===== src/sv/xor_checked_frame_receiver_core_assert.svh =====
// ----------------------------------------------------------------------------
// xor_checked_frame_receiver_core_assert.svh
// Assertion macros for the framed receiver. ASSERT_OFF compiles them away.
// ----------------------------------------------------------------------------
`ifndef XOR_CHECKED_FRAME_RECEIVER_CORE_ASSERT_SVH
`define XOR_CHECKED_FRAME_RECEIVER_CORE_ASSERT_SVH

`ifndef ASSERT_OFF
// same-cycle implication, checked outside reset
`define XCFR_ASSERT_NOW(lbl, ante, cons, msg) \
    lbl: assert property (@(posedge clk) disable iff (!rst_n) (ante) |-> (cons)) \
        else $error(msg);
// next-cycle implication, checked outside reset
`define XCFR_ASSERT_NEXT(lbl, ante, cons, msg) \
    lbl: assert property (@(posedge clk) disable iff (!rst_n) (ante) |=> (cons)) \
        else $error(msg);
`else
`define XCFR_ASSERT_NOW(lbl, ante, cons, msg)
`define XCFR_ASSERT_NEXT(lbl, ante, cons, msg)
`endif

`endif


===== src/sv/xcfr_pkg.sv =====
// ----------------------------------------------------------------------------
// xcfr_pkg
// Widths, constants and the controller state type of the framed receiver.
// ----------------------------------------------------------------------------
`default_nettype none

package xcfr_pkg;

    localparam int MAX_PAYLOAD = 32;
    localparam int ADDR_W      = $clog2(MAX_PAYLOAD);
    localparam int BYTE_W      = 8;
    localparam int LEN_W       = 6;
    localparam int IDX_W       = 5;
    localparam int OUT_BITS    = BYTE_W + LEN_W + IDX_W + BYTE_W;
    localparam int OUT_DATA_W  = ((OUT_BITS + 7) / 8) * 8;

    typedef enum logic [2:0] {
        ST_HUNT,
        ST_CMD,
        ST_LEN,
        ST_DATA,
        ST_SUM,
        ST_RD_ISSUE,
        ST_RD_WAIT
    } xcfr_state_t;

endpackage

`default_nettype wire


===== src/sv/xcfr_ram.sv =====
// ----------------------------------------------------------------------------
// xcfr_ram
// Generic single-write, single-read RAM with registered read data.
// ----------------------------------------------------------------------------
`default_nettype none

module xcfr_ram #(
    parameter int WIDTH = 8,
    parameter int DEPTH = 32
) (
    input  wire logic                     clk,
    input  wire logic                     we,
    input  wire logic [$clog2(DEPTH)-1:0] waddr,
    input  wire logic [WIDTH-1:0]         wdata,
    input  wire logic                     re,
    input  wire logic [$clog2(DEPTH)-1:0] raddr,
    output logic      [WIDTH-1:0]         rdata
);

    logic [WIDTH-1:0] mem [DEPTH];

    always_ff @(posedge clk)
    begin
        if (we)
        begin
            mem[waddr] <= wdata;
        end
        if (re)
        begin
            rdata <= mem[raddr];
        end
    end

endmodule

`default_nettype wire


===== src/sv/xor_checked_frame_receiver_core.sv =====
// ----------------------------------------------------------------------------
// xor_checked_frame_receiver_core
// Start-marker framed byte receiver with XOR checksum and payload read-out.
// ----------------------------------------------------------------------------
// Usage:
//   s_axis carries received bytes, one per request. The controller hunts
//   for start_marker, takes command and length (a length above MAX_PAYLOAD
//   drops the frame), stores the payload in a RAM and XORs every byte.
//   m_axis carries results. On the checksum byte a bad sum or an empty
//   payload gives one result, registered for the next cycle. A good sum
//   with payload reads the RAM out as a run, each result taking a RAM
//   read (ST_RD_ISSUE), then the output register; reads do not overlap.
//   Header and payload bytes are taken at one per cycle; s_axis_tready is
//   low during the read-out, and on the checksum byte while a result waits
//   unsent in the output register.
//   If the receiver stalls, the output register holds its request and the
//   read-out pauses. Reset puts the block into hunting with an empty output
//   register and start_marker at 0xAA; RAM contents are not cleared.
//   start_marker is written through start_marker_we / start_marker_wdata.
// ----------------------------------------------------------------------------
`default_nettype none

`include "xor_checked_frame_receiver_core_assert.svh"

module xor_checked_frame_receiver_core (
    input  wire logic                             clk,
    input  wire logic                             rst_n,
    input  wire logic                             start_marker_we,
    input  wire logic [xcfr_pkg::BYTE_W-1:0]      start_marker_wdata,
    input  wire logic                             s_axis_tvalid,
    output logic                                  s_axis_tready,
    input  wire logic [xcfr_pkg::BYTE_W-1:0]      s_axis_tdata,  // rx_byte
    output logic                                  m_axis_tvalid,
    input  wire logic                             m_axis_tready,
    // frame_command[7:0], payload_length[13:8], payload_index[18:14],
    // payload_byte[26:19], zeros above
    output logic [xcfr_pkg::OUT_DATA_W-1:0]       m_axis_tdata,
    output logic                                  m_axis_tlast,  // last_of_run
    output logic [0:0]                            m_axis_tuser   // checksum_good
);

    import xcfr_pkg::*;

    xcfr_state_t       state_reg, state_next;
    logic [BYTE_W-1:0] marker_reg;
    logic [BYTE_W-1:0] cmd_reg, cmd_next;
    logic [LEN_W-1:0]  len_reg, len_next;
    logic [BYTE_W-1:0] xor_reg, xor_next;
    logic [LEN_W-1:0]  cnt_reg, cnt_next;

    logic              out_valid_reg, out_valid_next;
    logic [IDX_W-1:0]  out_idx_reg, out_idx_next;
    logic [BYTE_W-1:0] out_byte_reg, out_byte_next;
    logic              out_good_reg, out_good_next;
    logic              out_last_reg, out_last_next;
    logic [BYTE_W-1:0] out_cmd_reg, out_cmd_next;
    logic [LEN_W-1:0]  out_len_reg, out_len_next;

    logic              in_req;
    logic              out_free;
    logic              sum_ok;
    logic              rd_last;
    logic              ram_we;
    logic              ram_re;
    logic [BYTE_W-1:0] ram_rdata;

    assign out_free = !out_valid_reg || m_axis_tready;
    assign in_req   = s_axis_tvalid && s_axis_tready;
    assign sum_ok   = (s_axis_tdata == xor_reg);
    assign rd_last  = ((cnt_reg + LEN_W'(1)) == len_reg);

    always_comb
    begin
        unique case (state_reg) inside
            ST_HUNT, ST_CMD, ST_LEN, ST_DATA: s_axis_tready = 1'b1;
            ST_SUM:                           s_axis_tready = out_free;
            default:                          s_axis_tready = 1'b0;
        endcase
    end

    xcfr_ram #(
        .WIDTH (BYTE_W),
        .DEPTH (MAX_PAYLOAD)
    ) u_payload_ram (
        .clk   (clk),
        .we    (ram_we),
        .waddr (cnt_reg[ADDR_W-1:0]),
        .wdata (s_axis_tdata),
        .re    (ram_re),
        .raddr (cnt_reg[ADDR_W-1:0]),
        .rdata (ram_rdata)
    );

    // next state
    always_comb
    begin
        state_next = state_reg;
        unique case (state_reg)
            ST_HUNT:
            begin
                if (in_req && s_axis_tdata == marker_reg)
                begin
                    state_next = ST_CMD;
                end
            end
            ST_CMD:
            begin
                if (in_req)
                begin
                    state_next = ST_LEN;
                end
            end
            ST_LEN:
            begin
                if (in_req)
                begin
                    if (s_axis_tdata > BYTE_W'(MAX_PAYLOAD))
                    begin
                        state_next = ST_HUNT;
                    end
                    else if (s_axis_tdata == '0)
                    begin
                        state_next = ST_SUM;
                    end
                    else
                    begin
                        state_next = ST_DATA;
                    end
                end
            end
            ST_DATA:
            begin
                if (in_req && rd_last)
                begin
                    state_next = ST_SUM;
                end
            end
            ST_SUM:
            begin
                if (in_req)
                begin
                    state_next = (sum_ok && len_reg != '0) ? ST_RD_ISSUE : ST_HUNT;
                end
            end
            ST_RD_ISSUE:
            begin
                state_next = ST_RD_WAIT;
            end
            ST_RD_WAIT:
            begin
                if (out_free)
                begin
                    state_next = rd_last ? ST_HUNT : ST_RD_ISSUE;
                end
            end
            default:
            begin
                state_next = ST_HUNT;
            end
        endcase
    end

    // datapath and outputs
    always_comb
    begin
        cmd_next       = cmd_reg;
        len_next       = len_reg;
        xor_next       = xor_reg;
        cnt_next       = cnt_reg;
        ram_we         = 1'b0;
        ram_re         = 1'b0;
        out_valid_next = out_valid_reg && !m_axis_tready;
        out_idx_next   = out_idx_reg;
        out_byte_next  = out_byte_reg;
        out_good_next  = out_good_reg;
        out_last_next  = out_last_reg;
        out_cmd_next   = out_cmd_reg;
        out_len_next   = out_len_reg;

        unique case (state_reg)
            ST_HUNT:
            begin
                if (in_req && s_axis_tdata == marker_reg)
                begin
                    xor_next = s_axis_tdata;
                end
            end
            ST_CMD:
            begin
                if (in_req)
                begin
                    cmd_next = s_axis_tdata;
                    xor_next = xor_reg ^ s_axis_tdata;
                end
            end
            ST_LEN:
            begin
                if (in_req && s_axis_tdata <= BYTE_W'(MAX_PAYLOAD))
                begin
                    len_next = s_axis_tdata[LEN_W-1:0];
                    xor_next = xor_reg ^ s_axis_tdata;
                    cnt_next = '0;
                end
            end
            ST_DATA:
            begin
                if (in_req)
                begin
                    ram_we   = 1'b1;
                    xor_next = xor_reg ^ s_axis_tdata;
                    cnt_next = cnt_reg + LEN_W'(1);
                end
            end
            ST_SUM:
            begin
                cnt_next = '0;
                // bad sum or empty payload: single closing result
                if (in_req && !(sum_ok && len_reg != '0))
                begin
                    out_valid_next = 1'b1;
                    out_idx_next   = '0;
                    out_byte_next  = '0;
                    out_good_next  = sum_ok;
                    out_last_next  = 1'b1;
                    out_cmd_next   = cmd_reg;
                    out_len_next   = len_reg;
                end
            end
            ST_RD_ISSUE:
            begin
                ram_re = 1'b1;
            end
            ST_RD_WAIT:
            begin
                if (out_free)
                begin
                    out_valid_next = 1'b1;
                    out_idx_next   = cnt_reg[IDX_W-1:0];
                    out_byte_next  = ram_rdata;
                    out_good_next  = 1'b1;
                    out_last_next  = rd_last;
                    out_cmd_next   = cmd_reg;
                    out_len_next   = len_reg;
                    cnt_next       = cnt_reg + LEN_W'(1);
                end
            end
            default:
            begin
                cnt_next = '0;
            end
        endcase
    end

    always_ff @(posedge clk or negedge rst_n)
    begin
        if (!rst_n)
        begin
            state_reg     <= ST_HUNT;
            marker_reg    <= BYTE_W'(170);
            cmd_reg       <= '0;
            len_reg       <= '0;
            xor_reg       <= '0;
            cnt_reg       <= '0;
            out_valid_reg <= 1'b0;
        end
        else
        begin
            state_reg     <= state_next;
            cmd_reg       <= cmd_next;
            len_reg       <= len_next;
            xor_reg       <= xor_next;
            cnt_reg       <= cnt_next;
            out_valid_reg <= out_valid_next;
            if (start_marker_we)
            begin
                marker_reg <= start_marker_wdata;
            end
        end
    end

    always_ff @(posedge clk)
    begin
        out_idx_reg  <= out_idx_next;
        out_byte_reg <= out_byte_next;
        out_good_reg <= out_good_next;
        out_last_reg <= out_last_next;
        out_cmd_reg  <= out_cmd_next;
        out_len_reg  <= out_len_next;
    end

    assign m_axis_tvalid = out_valid_reg;
    assign m_axis_tdata  = {(OUT_DATA_W - OUT_BITS)'(0), out_byte_reg, out_idx_reg,
                            out_len_reg, out_cmd_reg};
    assign m_axis_tlast  = out_last_reg;
    assign m_axis_tuser  = out_good_reg;

    `XCFR_ASSERT_NOW(a_no_input_in_readout,
        (state_reg == ST_RD_ISSUE || state_reg == ST_RD_WAIT), !s_axis_tready,
        "byte accepted during payload read-out")
    `XCFR_ASSERT_NOW(a_error_is_last, (m_axis_tvalid && !m_axis_tuser[0]), m_axis_tlast,
        "checksum error result not marked last")
    `XCFR_ASSERT_NEXT(a_issue_then_wait, (state_reg == ST_RD_ISSUE),
        (state_reg == ST_RD_WAIT), "read issue not followed by data wait")
    `XCFR_ASSERT_NOW(a_write_in_frame, ram_we, (cnt_reg < len_reg),
        "payload write beyond frame length")

endmodule

`default_nettype wire

===== config.mk =====
export PLATFORM = sky130hd
export DESIGN_NAME = xor_checked_frame_receiver_core
export DESIGN_NICKNAME = d
export VERILOG_FILES = /design/src/sv/xcfr_pkg.sv /design/src/sv/xcfr_ram.sv /design/src/sv/xor_checked_frame_receiver_core.sv
export VERILOG_INCLUDE_DIRS = /design/src /design/src/sv
export SDC_FILE = /design/constraint.sdc
export NUM_CORES = 1
export LEC_CHECK = 0
export BUFFER_PORTS_ARGS = -buffer_cell sky130_fd_sc_hd__buf_4
export CAP_MARGIN = 10
export CELL_PAD_IN_SITES_DETAIL_PLACEMENT = 0
export CELL_PAD_IN_SITES_GLOBAL_PLACEMENT = 1
export CORE_MARGIN = 2
export CORE_UTILIZATION = 45
export CTS_CLUSTER_DIAMETER = 40
export DETAILED_ROUTE_END_ITERATION = 8
export PLACE_DENSITY_LB_ADDON = 0.1
export SLEW_MARGIN = 20
export SYNTH_ARGS = -nofsm -noshare
export SYNTH_HDL_FRONTEND = slang
export SYNTH_SLANG_ARGS = --single-unit

===== constraint.sdc =====
create_clock -name clk -period 6.6 [get_ports clk]
set_input_delay 0.33 -clock clk [delete_from_list [all_inputs] [get_ports clk]]
set_output_delay 0.33 -clock clk [all_outputs]
set_load 0.01 [all_outputs]

==> impl_metrics.toml <==
[status]
status = "finished, final reports clean"

[critical_path]
crit_path_max_fanout = 21
path_buf_inv = 0
cp_top_family = "simple AND/OR/NAND/NOR gates"
endpoint_kind = "register"
required_ps = 6760
slowest_delay_ps = 810
crit_arrival_ps = 3640
cp-start-kind = "register"
critPathKind = "reg2reg"
crit_path_top_delay_cell = "nor2_1"
cp_cell_sequence = "nand2b_1, nor2_1, nand3_1, nor2_1"
path_common_cell = "nor2_1"

[global_route]
use_met3_pct = 3.69
grt_pass1_vias = 7219
grt_usage_pct = 20.4
grt_overflow = 0
use_met1_pct = 29.6
gr-usage-met2_pct = 31.9
grt_pass1_wl_mm = 46.6
busiest_layer = "met2"
grt_max_degree = 66
grt_antenna_before_repair = 1

[finish]
largest_reg_flops = 256
multi_input_area_sq_mm = 0.00344
finalNetCount = 837
largest-register = "u_payload_ram.mem"
ff_latch_area_sq_mm = 0.00981
fin_util_pct = 53.2
fill_cells = 2353
stdcell_area_sq_mm = 0.0157
layout-drive-gt1-share_pct = 27.3
area_growth_pct = 16.7

[floorplanning]
floorplan.initialDensity_pct = 45.6
rows = 63
die_h_um = 177
core_area_sq_mm = 0.0295
die_area_sq_mm = 0.0312
die_x_um = 177
io_pins = 57

[synth]
yosysTopAreaCellShare_pct = 65.5
synth-edff-count = 293
syn_inst = 755
yosysMostFrequentCell = "edfxtp_1"
synth-seq-area-share_pct = 73.0
synth_warnings = 0
ys_types = 58
syn_area_sq_mm = 0.0134
ys.flop_type = "edfxtp_1"
syn_avg_cell_area_sq_um = 17.8
synthTopCellsByArea = "edfxtp_1 (65%), mux4_2 (11%), dfrtp_1 (6.7%), a22oi_1 (2.2%), nor2_1 (2.0%)"
ys_top_cells_by_count = "edfxtp_1 (293), nor2_1 (70), mux4_2 (64)"
yosysTopAreaCell = "edfxtp_1"
ys_async_sr_fraction_pct = 12.0
yosys_register_bits = 333

[sta]
setup_viol = 0
final.setup.tns_ps = 0
tightest_slew_ps = 952
hold_viol = 0
fin_hold_ws_ps = 41.3
min_period_ps = 3490
slew_violations = 0
worst_clock_skew_ps = 18.9
min_period_over_period_pct = 52.8
max_freq_ghz = 0.287
rsz0062_at_grt = "false"
relSlewSlack_pct = 36.5

[placed_design]
place_congestion = 0.848
numPortBuffers = 51
dpl_cell_area_sq_mm = 0.0142
hpwl_mm = 18.8

[power_and_ir_drop]
p_per_area_mw_per_mm2 = 387
pwr-share-comb_pct = 17.7
switching_share_pct = 26.8
pwr-share-seq_pct = 42.8
power_leakage_nw = 5.15
intPower_mw = 4.44
max-vdd-ir-drop_v = 0.000218
power.share.clock_pct = 39.4
switchingPower_mw = 1.63

[drt]
drt_iter0_drc = 536
avgRoutedWirePerCell_um = 25.0
drt-total-wl_mm = 30.8
drc_errors = 0
drt-vias-per-instance = 5.75
dr.pass1.iters = 5
postRouteAntennaNets = 0
via_count = 7101

[clock_network]
cts.clk_slew.worst_paths_ps = 50
ctsHtreeMaxLevel = 2
cts_buffers = 42
clk_latency_ps = 540
tritoncts = "done"
cts_root_buf = "clkbuf_16"
clock_sinks = 333
max-clock-path-buffers = 3

[worst_hold_path]
hp-class = "in2reg"

[job]
drv_cap = 0
power groups by stage:
stage	sequential [mW]	clock [mW]	combinational (mW)
2_1_floorplan	2.58	0	0.807
3_3_place_gp	2.64	0	1.07
3_5_place_dp	2.64	0	1.08
4_1_cts	2.60	2.44	1.09
5_1_grt	2.62	2.53	1.19
6_report	2.60	2.39	1.08
logic make-up (layout without fill, tap and decap cells):
logic type	count (synthesis)	after routing	share of synthesized area [%]
AND/OR/NAND/NOR	175	175	6.31
other	1	6	0.0279
multiplexers	86	86	12.6
adder cells (fa/ha/maj)	4	4	0.373
XOR/XNOR	24	24	1.56
AO/OA/AOI/OAI	82	82	4.54
buffers and inverters	50	136	1.63
flip-flops	333	333	73.0
placed cells by master, fill, tap and decap left out, types with 3 or more instances in the layout:
master      count
nor3_1          5
clkbuf_16      43
clkinv_1        3
inv_1           3
edfxtp_1      293
conb_1          5
dfrtp_1        34
or2_2           4
nand4_1        10
clkbuf_1        3
a22o_1         10
clkinv_4        7
clkinv_2        3
mux2_2         22
a21oi_1         3
o21ai_0         8
xnor2_1        13
or3_1           3
and3_1         13
nand2b_1        6
or4_1           3
bufinv_16       7
buf_4          55
clkinvlp_4      5
ha_1            4
nor2_1         70
a21o_1          3
dfstp_2         4
mux4_2         64
a22oi_1        40
clkinv_8        3
nor4_1          3
and2_1          5
nand2_1        29
nand3_1        12
xor2_1         11
repair_timing:
item                      in CTS  in global routing
buffers inserted               0                  0
resized for setup              0                  0
hold buffers                   1                  0
hold endpoints to repair      36                  0
worst reg2reg max path, delay by kind of cell, from the launching register on:
family	cells	cell delay (ps)
AND/OR/NAND/NOR	4	2510
flip-flops	1	600
layer usage:
metal,wire length (um),up-vias
met3,1850,48
met1,13700,3650
li1,-,3136
met4,714,2
met2,14600,265
met5,9,-
final cells by class:
cell class / instances / share of cell area (%)
Multi-Input combinational cell: 376 / 21.9
Inverter: 3 / 0.0719
Clock buffer: 46 / 6.94
Antenna cell: 1 / 0.0160
Sequential cell: 333 / 62.6
Timing Repair Buffer: 56 / 2.70
Tap cell: 390 / 3.11
Clock inverter: 31 / 2.65
final timing paths:
check | from | cells past startpoint | slack [ps] | to
worst max-delay path | state_reg[2] | 4 | 3110 | u_payload_ram.mem[4][2]
worst min-delay path | start_marker_wdata[6] | 2 | 40 | marker_reg[6]
worst max register to register | state_reg[2] | 4 | 3110 | u_payload_ram.mem[4][2]
worst min register to register | cmd_reg[1] | 0 | 450 | out_cmd_reg[1]
max in group asynchronous | rst_n | 2 | 5830 | cnt_reg[0]
min in group asynchronous | rst_n | 2 | 330 | marker_reg[0]
per-stage QoR:
stage | std cells | setup WS (ps) | power, mW
after floorplan | 759 | 3840 | 3.39
after global placement | 1157 | 3130 | 3.71
after detailed placement | 1157 | 3000 | 3.73
after CTS | 1235 | 3060 | 6.13
after global routing | 1235 | 2810 | 6.34
final | 1236 | 3110 | 6.07
No activity file was read; power rests on OpenSTA's default activity.
